## config.mk

```make
export PLATFORM = sky130hd
export DESIGN_NAME = adc_group_scan_monitor
export DESIGN_NICKNAME = d
export VERILOG_FILES = /design/src/hw/rtl/adcm_pkg.sv /design/src/hw/rtl/adcm_lane.sv /design/src/hw/rtl/adcm_merge.sv /design/src/hw/rtl/adc_group_scan_monitor.sv
export SDC_FILE = /design/constraint.sdc
export NUM_CORES = 2
export LEC_CHECK = 0
export BUFFER_PORTS_ARGS = -buffer_cell sky130_fd_sc_hd__buf_2
export CAP_MARGIN = 20
export CORE_MARGIN = 2
export CORE_UTILIZATION = 30
export CTS_BUF_LIST = sky130_fd_sc_hd__clkbuf_16
export CTS_CLUSTER_DIAMETER = 60
export DETAILED_ROUTE_END_ITERATION = 7
export GPL_TIMING_DRIVEN = 0
export PLACE_DENSITY_LB_ADDON = 0.12
export SYNTH_ARGS = -nofsm -noshare
export SYNTH_HDL_FRONTEND = slang
export SYNTH_SLANG_ARGS = --single-unit
```

## constraint.sdc

```tcl
create_clock -name clk -period 7.9 [get_ports clk]
set_input_delay 1.185 -clock clk [delete_from_list [all_inputs] [get_ports clk]]
set_output_delay 1.185 -clock clk [all_outputs]
set_load 0.02 [all_outputs]
```

## src/hw/rtl/adcm_pkg.sv

```systemverilog
// ---------------------------------------------------------------------------
// ADC group scan monitor package
// Shared constants, request and lane operation codes, record types and
// the group selection helper.
// ---------------------------------------------------------------------------
`timescale 1ns / 1ps

package adcm_pkg;

  // Channel organization.
  localparam int NUM_CHANNELS = 16;
  localparam int RESULT_SHIFT = 6;
  localparam int NUM_GROUPS   = NUM_CHANNELS / 4;
  localparam int LANES        = 4;
  localparam int SLOTS        = 4;

  // Limits on stored values.
  localparam logic [10:0] LIMIT_MAX  = 11'd1024;
  localparam logic [9:0]  SAMPLE_MAX = 10'd1023;

  // Last step of the range-check sweep.
  localparam logic [1:0] STEP_LAST = 2'(NUM_GROUPS - 1);

  // Request codes.
  localparam logic [2:0] REQ_START = 3'd0;
  localparam logic [2:0] REQ_CONV  = 3'd1;
  localparam logic [2:0] REQ_RANGE = 3'd2;
  localparam logic [2:0] REQ_CLEAR = 3'd3;
  localparam logic [2:0] REQ_READ  = 3'd4;

  // Lane operation codes.
  localparam logic [2:0] LOP_IDLE  = 3'd0;
  localparam logic [2:0] LOP_CHECK = 3'd1;
  localparam logic [2:0] LOP_CONV  = 3'd2;
  localparam logic [2:0] LOP_RANGE = 3'd3;
  localparam logic [2:0] LOP_CLEAR = 3'd4;

  // Multiplexer codes of the four groups.
  localparam logic [3:0] MUX_CODES [4] = '{4'd3, 4'd7, 4'd11, 4'd15};

  // Command from the sequencer to one lane.
  typedef struct packed {
    logic [2:0] op;
    logic [1:0] addr;
  } lane_cmd_t;

  // Records of one channel as read out of a lane.
  typedef struct packed {
    logic [10:0] value;
    logic [10:0] min;
    logic [9:0]  max;
    logic [15:0] count;
    logic [31:0] oor;
    logic [10:0] lo;
    logic [10:0] hi;
  } rec_t;

  // Outcome of a group search.
  typedef struct packed {
    logic       found;
    logic [1:0] idx;
  } grp_sel_t;

  // First enabled group at or after 'from'.
  function automatic grp_sel_t first_group(input logic [15:0] mask, input logic [2:0] from);
    grp_sel_t res;
    res = '0;
    for (int g = 3; g >= 0; g--) begin
      if (g >= int'(from) && g < NUM_GROUPS && mask[4*g +: 4] != 4'd0) begin
        res.found = 1'b1;
        res.idx   = 2'(g);
      end
    end
    return res;
  endfunction

  // Saturate a limit at LIMIT_MAX.
  function automatic logic [10:0] sat_limit(input logic [10:0] v);
    return (v > LIMIT_MAX) ? LIMIT_MAX : v;
  endfunction

endpackage

```

## src/hw/rtl/adcm_lane.sv

```systemverilog
// ---------------------------------------------------------------------------
// ADC monitor lane
// Holds the records of one channel position across the four groups and
// performs range checks, conversion updates, limit writes and clears.
// ---------------------------------------------------------------------------
`timescale 1ns / 1ps

module adcm_lane import adcm_pkg::*; (
  input  logic        clk,
  input  logic        rst,
  input  lane_cmd_t   cmd,
  input  logic [15:0] raw,
  input  logic [10:0] lim_low,
  input  logic [10:0] lim_high,
  output rec_t        rec
);

  logic [10:0] last_value [SLOTS];
  logic [10:0] min_value  [SLOTS];
  logic [9:0]  max_value  [SLOTS];
  logic [15:0] sample_count [SLOTS];
  logic [31:0] oor_count  [SLOTS];
  logic [10:0] limit_low  [SLOTS];
  logic [10:0] limit_high [SLOTS];

  logic [15:0] shifted;
  logic [9:0]  samp;
  logic        out_of_range;
  logic [10:0] raised;
  logic [10:0] clamped;

  // Read the addressed slot.
  always_comb begin
    rec.value = last_value[cmd.addr];
    rec.min   = min_value[cmd.addr];
    rec.max   = max_value[cmd.addr];
    rec.count = sample_count[cmd.addr];
    rec.oor   = oor_count[cmd.addr];
    rec.lo    = limit_low[cmd.addr];
    rec.hi    = limit_high[cmd.addr];
  end

  // Conversion result, range check and limit clamp of the addressed slot.
  always_comb begin
    shifted      = raw >> RESULT_SHIFT;
    samp         = (shifted > 16'(SAMPLE_MAX)) ? SAMPLE_MAX : shifted[9:0];
    out_of_range = (rec.value < rec.lo) || (rec.value > rec.hi);
    raised       = (rec.value < lim_low) ? lim_low : rec.value;
    clamped      = (raised > lim_high) ? lim_high : raised;
  end

  // Record update.
  always_ff @(posedge clk) begin
    if (rst) begin
      for (int i = 0; i < SLOTS; i++) begin
        last_value[i]   <= '0;
        min_value[i]    <= LIMIT_MAX;
        max_value[i]    <= '0;
        sample_count[i] <= '0;
        oor_count[i]    <= '0;
        limit_low[i]    <= '0;
        limit_high[i]   <= LIMIT_MAX;
      end
    end else begin
      case (cmd.op)
        LOP_CHECK: begin
          if (out_of_range) begin
            oor_count[cmd.addr] <= oor_count[cmd.addr] + 32'd1;
          end
        end
        LOP_CONV: begin
          sample_count[cmd.addr] <= sample_count[cmd.addr] + 16'd1;
          last_value[cmd.addr]   <= {1'b0, samp};
          if (samp > rec.max) begin
            max_value[cmd.addr] <= samp;
          end
          if ({1'b0, samp} < rec.min) begin
            min_value[cmd.addr] <= {1'b0, samp};
          end
        end
        LOP_RANGE: begin
          limit_low[cmd.addr]  <= lim_low;
          limit_high[cmd.addr] <= lim_high;
          last_value[cmd.addr] <= clamped;
        end
        LOP_CLEAR: begin
          for (int i = 0; i < SLOTS; i++) begin
            min_value[i]    <= LIMIT_MAX;
            max_value[i]    <= '0;
            sample_count[i] <= '0;
          end
        end
        default: begin
        end
      endcase
    end
  end

endmodule

```

## src/hw/rtl/adcm_merge.sv

```systemverilog
// ---------------------------------------------------------------------------
// ADC monitor result merge
// Picks the addressed lane's records, adds the scan status and holds the
// result for its one-cycle strobe.
// ---------------------------------------------------------------------------
`timescale 1ns / 1ps

module adcm_merge import adcm_pkg::*; (
  input  logic        clk,
  input  logic        rst,
  input  logic        capture,
  input  logic        rd_en,
  input  logic [1:0]  lane_sel,
  input  rec_t        lane_rec [LANES],
  input  logic        group_active,
  input  logic [1:0]  group_index,
  output logic        done,
  output logic        scan_active,
  output logic [1:0]  current_group,
  output logic [3:0]  mux_select,
  output logic [10:0] chan_value,
  output logic [10:0] chan_min,
  output logic [9:0]  chan_max,
  output logic [15:0] chan_count,
  output logic [31:0] chan_oor_count,
  output logic [10:0] chan_range_low,
  output logic [10:0] chan_range_high
);

  rec_t sel_rec;

  // Addressed lane, or zeros when the request is not a valid read.
  assign sel_rec = rd_en ? lane_rec[lane_sel] : '0;

  // Result strobe.
  always_ff @(posedge clk) begin
    if (rst) begin
      done <= 1'b0;
    end else begin
      done <= capture;
    end
  end

  // Result fields.
  always_ff @(posedge clk) begin
    if (capture) begin
      scan_active     <= group_active;
      current_group   <= group_active ? group_index : 2'd0;
      mux_select      <= group_active ? MUX_CODES[group_index] : 4'd0;
      chan_value      <= sel_rec.value;
      chan_min        <= sel_rec.min;
      chan_max        <= sel_rec.max;
      chan_count      <= sel_rec.count;
      chan_oor_count  <= sel_rec.oor;
      chan_range_low  <= sel_rec.lo;
      chan_range_high <= sel_rec.hi;
    end
  end

endmodule

```

## src/hw/rtl/adc_group_scan_monitor.sv

```systemverilog
// ---------------------------------------------------------------------------
// ADC group scan monitor
// Sixteen-channel monitor scanning four groups of four channels, with
// per-channel limits, min, max, sample and out-of-range counters.
// ---------------------------------------------------------------------------
// Usage: raise start with a request while busy is low; busy stays high
// until the result is shown, and done is high for a single cycle once
// the result ports hold it. The receiver cannot stall, so capture the
// result when done is high. A start-scan request range-checks every
// group slot before its response, because the four lanes range-check one
// group slot per cycle; every other request has a single execute step. A
// new request can be accepted in the done cycle. The enable mask is
// written through cfg_valid/cfg_data, which is always ready; write it only
// while the block is idle.
`timescale 1ns / 1ps

module adc_group_scan_monitor import adcm_pkg::*; (
  input  logic        clk,
  input  logic        rst,
  input  logic        start,
  output logic        busy,
  input  logic [2:0]  req_type,
  input  logic        conversion_flag,
  input  logic [15:0] sample_a,
  input  logic [15:0] sample_b,
  input  logic [15:0] sample_c,
  input  logic [15:0] sample_d,
  input  logic [3:0]  channel,
  input  logic [10:0] range_low,
  input  logic [10:0] range_high,
  input  logic        cfg_valid,
  output logic        cfg_ready,
  input  logic [15:0] cfg_data,
  output logic        done,
  output logic        scan_active,
  output logic [1:0]  current_group,
  output logic [3:0]  mux_select,
  output logic [10:0] chan_value,
  output logic [10:0] chan_min,
  output logic [9:0]  chan_max,
  output logic [15:0] chan_count,
  output logic [31:0] chan_oor_count,
  output logic [10:0] chan_range_low,
  output logic [10:0] chan_range_high
);

  localparam logic [1:0] ST_IDLE = 2'd0;
  localparam logic [1:0] ST_EXEC = 2'd1;
  localparam logic [1:0] ST_RESP = 2'd2;

  logic [1:0]  state;
  logic [1:0]  step;
  logic [2:0]  req;
  logic        flag;
  logic [3:0]  ch;
  logic [15:0] sample_q [LANES];
  logic [10:0] lim_low;
  logic [10:0] lim_high;
  logic [15:0] group_enable;
  logic        group_active;
  logic [1:0]  group_index;

  logic        accept;
  logic        ch_ok;
  logic        exec_last;
  grp_sel_t    sel_start;
  grp_sel_t    sel_next;
  lane_cmd_t   lane_cmd [LANES];
  rec_t        lane_rec [LANES];

  assign accept    = start && !busy;
  assign busy      = (state != ST_IDLE);
  assign cfg_ready = 1'b1;
  assign ch_ok     = ({1'b0, ch} < 5'(NUM_CHANNELS));
  assign exec_last = (req != REQ_START) || (step == STEP_LAST);
  assign sel_start = first_group(group_enable, 3'd0);
  assign sel_next  = first_group(group_enable, {1'b0, group_index} + 3'd1);

  // Enable mask register.
  always_ff @(posedge clk) begin
    if (rst) begin
      group_enable <= 16'hffff;
    end else if (cfg_valid && cfg_ready) begin
      group_enable <= cfg_data;
    end
  end

  // Request capture.
  always_ff @(posedge clk) begin
    if (accept) begin
      req         <= req_type;
      flag        <= conversion_flag;
      ch          <= channel;
      sample_q[0] <= sample_a;
      sample_q[1] <= sample_b;
      sample_q[2] <= sample_c;
      sample_q[3] <= sample_d;
      lim_low     <= sat_limit(range_low);
      lim_high    <= sat_limit(range_high);
    end
  end

  // Sequencer and group selection.
  always_ff @(posedge clk) begin
    if (rst) begin
      state        <= ST_IDLE;
      step         <= '0;
      group_active <= 1'b0;
      group_index  <= '0;
    end else begin
      case (state)
        ST_IDLE: begin
          step <= '0;
          if (accept) begin
            state <= ST_EXEC;
          end
        end
        ST_EXEC: begin
          step <= step + 2'd1;
          if (exec_last) begin
            state <= ST_RESP;
            if (req == REQ_START) begin
              group_active <= sel_start.found;
              group_index  <= sel_start.idx;
            end else if (req == REQ_CONV && group_active) begin
              group_active <= sel_next.found;
              group_index  <= sel_next.idx;
            end
          end
        end
        ST_RESP: begin
          state <= ST_IDLE;
        end
        default: begin
          state <= ST_IDLE;
        end
      endcase
    end
  end

  // Lane commands.
  always_comb begin
    for (int k = 0; k < LANES; k++) begin
      lane_cmd[k].op   = LOP_IDLE;
      lane_cmd[k].addr = ch[3:2];
      if (state == ST_EXEC) begin
        case (req)
          REQ_START: begin
            lane_cmd[k].op   = LOP_CHECK;
            lane_cmd[k].addr = step;
          end
          REQ_CONV: begin
            lane_cmd[k].addr = group_index;
            if (group_active && flag) begin
              lane_cmd[k].op = LOP_CONV;
            end
          end
          REQ_RANGE: begin
            if (ch_ok && ch[1:0] == 2'(k)) begin
              lane_cmd[k].op = LOP_RANGE;
            end
          end
          REQ_CLEAR: begin
            lane_cmd[k].op = LOP_CLEAR;
          end
          default: begin
          end
        endcase
      end
    end
  end

  // Channel lanes.
  for (genvar k = 0; k < LANES; k++) begin : g_lane
    adcm_lane u_lane (
      .clk      (clk),
      .rst      (rst),
      .cmd      (lane_cmd[k]),
      .raw      (sample_q[k]),
      .lim_low  (lim_low),
      .lim_high (lim_high),
      .rec      (lane_rec[k])
    );
  end

  // Result merge.
  adcm_merge u_merge (
    .clk             (clk),
    .rst             (rst),
    .capture         (state == ST_RESP),
    .rd_en           ((req == REQ_READ) && ch_ok),
    .lane_sel        (ch[1:0]),
    .lane_rec        (lane_rec),
    .group_active    (group_active),
    .group_index     (group_index),
    .done            (done),
    .scan_active     (scan_active),
    .current_group   (current_group),
    .mux_select      (mux_select),
    .chan_value      (chan_value),
    .chan_min        (chan_min),
    .chan_max        (chan_max),
    .chan_count      (chan_count),
    .chan_oor_count  (chan_oor_count),
    .chan_range_low  (chan_range_low),
    .chan_range_high (chan_range_high)
  );

  // The result appears once the sequencer has gone back to idle.
  a_done_idle: assert property (@(posedge clk) disable iff (rst) done |-> !busy)
    else $error("result shown while busy");

  // Results never come in adjacent cycles.
  a_done_single: assert property (@(posedge clk) disable iff (rst) done |=> !done)
    else $error("result strobe longer than one cycle");

  // An accepted request always starts execution.
  a_accept_exec: assert property (@(posedge clk) disable iff (rst)
    accept |=> state == ST_EXEC)
    else $error("accepted request did not start");

  // Single-step requests go straight to the response cycle.
  a_short_exec: assert property (@(posedge clk) disable iff (rst)
    (state == ST_EXEC && req != REQ_START) |=> state == ST_RESP)
    else $error("single-step request overran");

  // An idle report carries no group.
  a_idle_status: assert property (@(posedge clk) disable iff (rst)
    (done && !scan_active) |-> (current_group == 2'd0 && mux_select == 4'd0))
    else $error("idle result carries a group");

endmodule

```

* Word-level counts from Yosys, hierarchy flattened
Memory sizes are Yosys's and may differ from the RTL's.
Cells that the tools add are included.
** Word-level totals
- Input port bits :: 114
- Memories kept :: 29
- Register bits :: 163
- Output and inout bits :: 112
- Logic and storage cells :: 504
- Bits in writable memories :: 1696
** Cells by class
- Equality and inequality tests :: 28
- $lt $le $gt $ge :: 36
- Muxes and demuxes :: 272
- Reductions and logical operators :: 54
- Add/subtract/negate cells :: 10
- Bitwise operators :: 54
** Memory list
- g_lane[0].u_lane.oor_count :: words 4, bits a word 32, rd ports 1, clocked after Yosys merged registers in 0, write ports 4, line adcm_lane.sv:22 : logic [31:0] oor_count [SLOTS];
- g_lane[1].u_lane.oor_count :: words 4, bits a word 32, rd ports 1, clocked after Yosys merged registers in 0, write ports 4, line adcm_lane.sv:22
- g_lane[2].u_lane.oor_count :: words 4, bits a word 32, rd ports 1, clocked after Yosys merged registers in 0, write ports 4, line adcm_lane.sv:22
- g_lane[3].u_lane.oor_count :: words 4, bits a word 32, rd ports 1, clocked after Yosys merged registers in 0, write ports 4, line adcm_lane.sv:22
- g_lane[0].u_lane.sample_count :: words 4, bits a word 16, rd ports 1, clocked after Yosys merged registers in 0, write ports 4, line adcm_lane.sv:21 : logic [15:0] sample_count [SLOTS];
- g_lane[1].u_lane.sample_count :: words 4, bits a word 16, rd ports 1, clocked after Yosys merged registers in 0, write ports 4, line adcm_lane.sv:21
- 23 more memories
** Operator list (count)
- two-way mux 11 bit :: 44
- two-way mux 16 bit :: 20
- two-way mux 10 bit :: 24
- binary-select mux 102 bit (select 2 bit) :: 1
- two-way mux 102 bit :: 2
- OR reduction 11 bit :: 16
- adder 32 x 1 -> 32 bit, second input constant :: 4
- two-way mux 32 bit :: 4
- OR reduction 32 bit :: 4
- two-way mux 1 bit :: 118
- > comparator 11 bit :: 8
- less-than comparator 11 bit :: 8
- two-way mux 2 bit :: 37
- adder 16 x 1 -> 16 bit, second input constant :: 4
- OR reduction 16 bit :: 4
- bitwise OR 1 bit :: 52
- case mux 3 bit (4 select lines) :: 4
- less-than comparator 10 x 11 -> 1 bit :: 4
- > comparator 10 bit :: 4
- > comparator 10 bit, second input constant :: 4
- OR reduction 10 bit :: 4
- equality test 3 x 2 -> 1 bit, second input constant :: 10
- two-way mux 3 bit :: 8
- > comparator 11 bit, second input constant :: 2
- other kinds (25) :: 64

* Logic depth before layout (Yosys ltp)
An unclocked memory read counts as a cell.
- Word-level depth :: 13
- Gate-level depth with buffers :: 32
- Depth with buffers taken out :: 22

* Hierarchy
Synthesis repeated with hierarchy kept, for this count alone.
** Unflattened totals
- Cells, all modules :: 6786
- Area total of the unflattened synthesis :: 91569.1 um2
** Modules (own cells, without submodules)
- adcm_lane (g_lane[3].u_lane) :: area an instance 20566.0 um2, seq. area each 12211.7 um2, cells an instance 1571, times used 1
- adcm_lane (g_lane[1].u_lane) :: area an instance 20195.6 um2, seq. area each 12211.7 um2, cells an instance 1484, times used 1
- adcm_lane (g_lane[2].u_lane) :: area an instance 20159.3 um2, seq. area each 12211.7 um2, cells an instance 1508, times used 1
- adcm_lane (g_lane[0].u_lane) :: area an instance 20113.0 um2, seq. area each 12211.7 um2, cells an instance 1499, times used 1
- adcm_merge :: area an instance 6373.6 um2, seq. area each 3203.1 um2, cells an instance 466, times used 1
- adc_group_scan_monitor :: area an instance 4161.5 um2, seq. area each 3283.1 um2, cells an instance 258, times used 1

* Worst setup path before layout
Ideal clock, no wire load.
- Kind :: reg2reg
- Start point :: register req[1]
- End point :: memory g_lane[0].u_lane.last_value[0][0] (data pin)
- Data arrival time :: 6659 ps
- Setup time :: 272 ps
- Buffers on the path :: 10
- Period minus slack after synthesis :: 6931 ps
- Required time :: 7628 ps
- Slack :: 969 ps
- Stages on the path, launching flop included :: 30
- Cell sequence :: edfxtp_1 -> buf_4 -> nor4b_4 -> mux2_4 -> buf_12 -> buf_8 -> buf_12 -> buf_12 -> buf_6 -> buf_6 -> buf_2 -> mux4_2 -> ha_1 -> a21o_1 -> a21o_1 -> a21o_1 -> a21o_1 -> a211o_1 -> a211oi_1 -> buf_2 -> mux2_2 -> ha_1 -> and4_1 -> a2111oi_0 -> a32oi_1 -> o31ai_1 -> clkbuf_1 -> nor2_1 -> a221oi_1 -> nor2_1
** RTL lines
- start: declaration :: line adc_group_scan_monitor.sv:53 : logic [2:0] req;
- start signal: assignment :: line adc_group_scan_monitor.sv:91 : req <= req_type;
- end: declaration :: line adcm_lane.sv:18 : logic [10:0] last_value [SLOTS];

==> results.yml <==
outcome:
  status: "completed"
synth:
  syn_avg_cell_area_um2: 12.01
  yosys_warnings: 0
  syn_inst: 7491
  yosysSeqAreaShare: 0.6073
  ys_seq_elements: 1832
  yosysMostFrequentCell: "edfxtp_1"
  syn-num-nets: 7858
  synth_top_area_frac: 0.5984
  synth_top_area_cell: "edfxtp_1"
  synth_cell_types: 88
  synth_flop_cell: "edfxtp_1"
  synthTopCellsByCount: "edfxtp_1 (1792), nor2_1 (1587), nand2_1 (893)"
  async_flop_share: 0
  yosys-top-cells-area: "edfxtp_1 (60%), mux4_2 (7.1%), nor2_1 (6.6%), nand2_1 (3.7%), ha_1 (3.5%)"
  netlist_area_um2: 89930
  synth_enable_flop_cells: 1792
route:
  antenna_left: 0
  wirelength_mm: 394.3
  dr.first_iter.drc_count: 7782
  drt_pass1_iterations: 8
  viasPerCell: 5.393
  vias: 65830
  drc_errors: 0
  wl_per_cell_um: 32.30
placement:
  port_buffers: 198
  place_area_um2: 97720
  gp_congestion: 0.9765
  hpwl_mm: 292.8
  dp.cells: 11750
  dp_slack_ns: -1.600
floorplanning:
  start_util: 0.3007
  fp.dieW_um: 551.5
  die-area_um2: 304200
  die_y_um: 551.5
  rows: 201
  ioPinCount: 226
  core_area_um2: 299000
clock_network:
  cts.sinks: 1832
  h-tree-depth: 4
  cts_made_buffers: 232
  clockRootBuffer: "clkbuf_16"
  tritoncts: "built"
  insertion_delay_ns: 0.94
  clkTransAtPathRegs_ns: 0.06
  clk_path_buf_depth: 4
finish:
  final_cells: 12210
  final_cell_area_um2: 105800
  final_nets: 8414
  drive_gt1_frac: 0.1563
  area_delta_synth_final_pct: 17.68
sta:
  slew_headroom: 0.1329
  fin_ws_ns: 0.1878
  skew_ns: 0.06812
  hold_viol_final: 0
  grt_setup_unrepaired: "no"
  worst_pin_slew_ns: 1.301
  max_freq_ghz: 0.1297
  final_max_slew_viol_count: 0
  finalCritPeriodShare: 0.9762
  period_needed_ns: 7.712
  setup_viol: 0
setup_path:
  endpoint_kind: "flop"
  cp.arrival_ns: 8.29
  startpoint_type: "flop"
  critPathRequiredTime_ns: 8.47
  critical_path_peak_fanout: 19
  criticalPathCategory: "reg2reg"
pwr:
  p_total_w: 0.02520
  vdd_drop_max_v: 0.0001779
  power_density_nw_per_um2: 238.1
  p_leak_nw: 38.34
global_routing:
  grt_use_total: 0.2557
  first_global_vias: 64450
  antenna_found_initial: 43
  grt_max_degree: 29
  grt-ovfl-total: 0
  grt_pass1_wl_mm: 535.8
min_path:
  hp-class: "in2reg"
run:
  drv_cap: 0
-- worst max-delay path, stage by stage, from the launching register on --
cell and delay, ns:
edfxtp_1 0.36, buf_4 0.20, nor4b_4 0.38, mux2_2 0.23, buf_6 0.18, buf_6 0.26
buf_6 0.28, buf_4 0.59, mux4_2 0.78, ha_1 0.37, a21o_1 0.20, a21o_1 0.18
a21oi_1 0.17, o2111ai_1 0.15, buf_2 0.22, buf_6 0.16, o21ai_0 0.58, ha_1 0.39
o21ai_0 0.17, nor2_1 0.11, a221o_1 0.42, o21ai_0 0.74, a21oi_1 0.15
-- cell families after synthesis --
| family | Yosys count | synth area share |
|---|---|---|
| adders and majority gates | 253 | 0.03520 |
| buffers and inverters | 658 | 0.03334 |
| xor gates and xnor gates | 176 | 0.01731 |
| and+or+nand+nor | 3387 | 0.1645 |
| muxes | 411 | 0.08992 |
| other | 1 | 0.00004170 |
| AOI/OAI and AO/OA | 773 | 0.05238 |
| DFF | 1832 | 0.6073 |
-- report_power, final --
part	internal [W]	switching [W]
clock	0.00598	0.00448
sequential	0.0110	0.000228
combinational	0.00107	0.00244
-- state kept, by name (all words and copies together), names as in the netlist, 16 cells and up --
signal                      count
sample_q                       40
group_enable                   16
g_lane.u_lane.last_value      176
u_merge.chan_oor_count         32
g_lane.u_lane.limit_low       176
g_lane.u_lane.oor_count       512
g_lane.u_lane.max_value       160
g_lane.u_lane.sample_count    256
g_lane.u_lane.min_value       176
u_merge.chan_count             16
g_lane.u_lane.limit_high      176
-- through the flow --
| stage | setup TNS, ns | util | hold slack [ns] |
|---|---|---|---|
| final | 0 | 0.3539 | 0.4403 |
| after global routing | 0 | 0.3538 | 0.4219 |
| after CTS | 0 | 0.3535 | 0.3841 |
| after detailed placement | -670.42 | 0.3268 | 0.4624 |
| after global placement | -3228.71 | 0.3206 | 0.4512 |
| after floorplan | 0 | - | 0.4348 |
-- cell type report --
type	count	area, um^2
plain buffers	482	2492
fillers	29530	193200
multi-input cells	5001	32770
well taps	3958	4952
clock inverters	189	1543
diodes	11	27.53
repair buffers	334	2967
flip-flops and latches	1832	54610
inverters	164	615.6
clock buffers	234	5856
-- worst paths after layout --
| path | startpoint | to | cells after the start | slack, ns |
|---|---|---|---|---|
| hold reg to reg | step[1]$_SDFFE_PP0P_ | step[1]$_SDFFE_PP0P_ | 2 | 0.48 |
| hold / removal | sample_c[15] | sample_q[2][15]$_DFFE_PP_ | 1 | 0.44 |
| setup reg to reg | req[1]$_DFFE_PP_ | g_lane[1].u_lane.last_value[1][10]$_SDFFCE_PN0P_ | 22 | 0.19 |
| setup / recovery | req[1]$_DFFE_PP_ | g_lane[1].u_lane.last_value[1][10]$_SDFFCE_PN0P_ | 22 | 0.19 |
-- metal layers --
layer / up-vias / share of wire / GRT usage / wire (um)
li1: 28200 / - / - / -
met1: 34110 / 0.43 / 0.3574 / 170200
met2: 2901 / 0.45 / 0.4006 / 177500
met3: 604 / 0.076 / 0.03726 / 29840
met4: 10 / 0.042 / 0.09795 / 16640
met5: - / 0.00016 / 0 / 65
-- cell usage in the layout, fill, tap and decap left out, types with 87 or more instances in the layout --
cell type,count
nand3_1,90
clkbuf_16,234
nor2b_1,130
clkbuf_1,254
inv_1,191
xnor2_1,87
and2_1,159
edfxtp_1,1792
xor2_1,87
nor2_1,1585
nand2_1,893
a21oi_1,404
buf_2,296
ha_1,253
nor3_1,288
mux4_2,283
-- timing repair --
action                     4_1_cts  5_1_grt
gates cloned                     0        1
buffers inserted                21        4
pin swaps                       10        2
resized for setup               88       37
hold buffers                     0        0
setup endpoints to repair     1089      458
No activity file was read; power rests on OpenSTA's default activity.
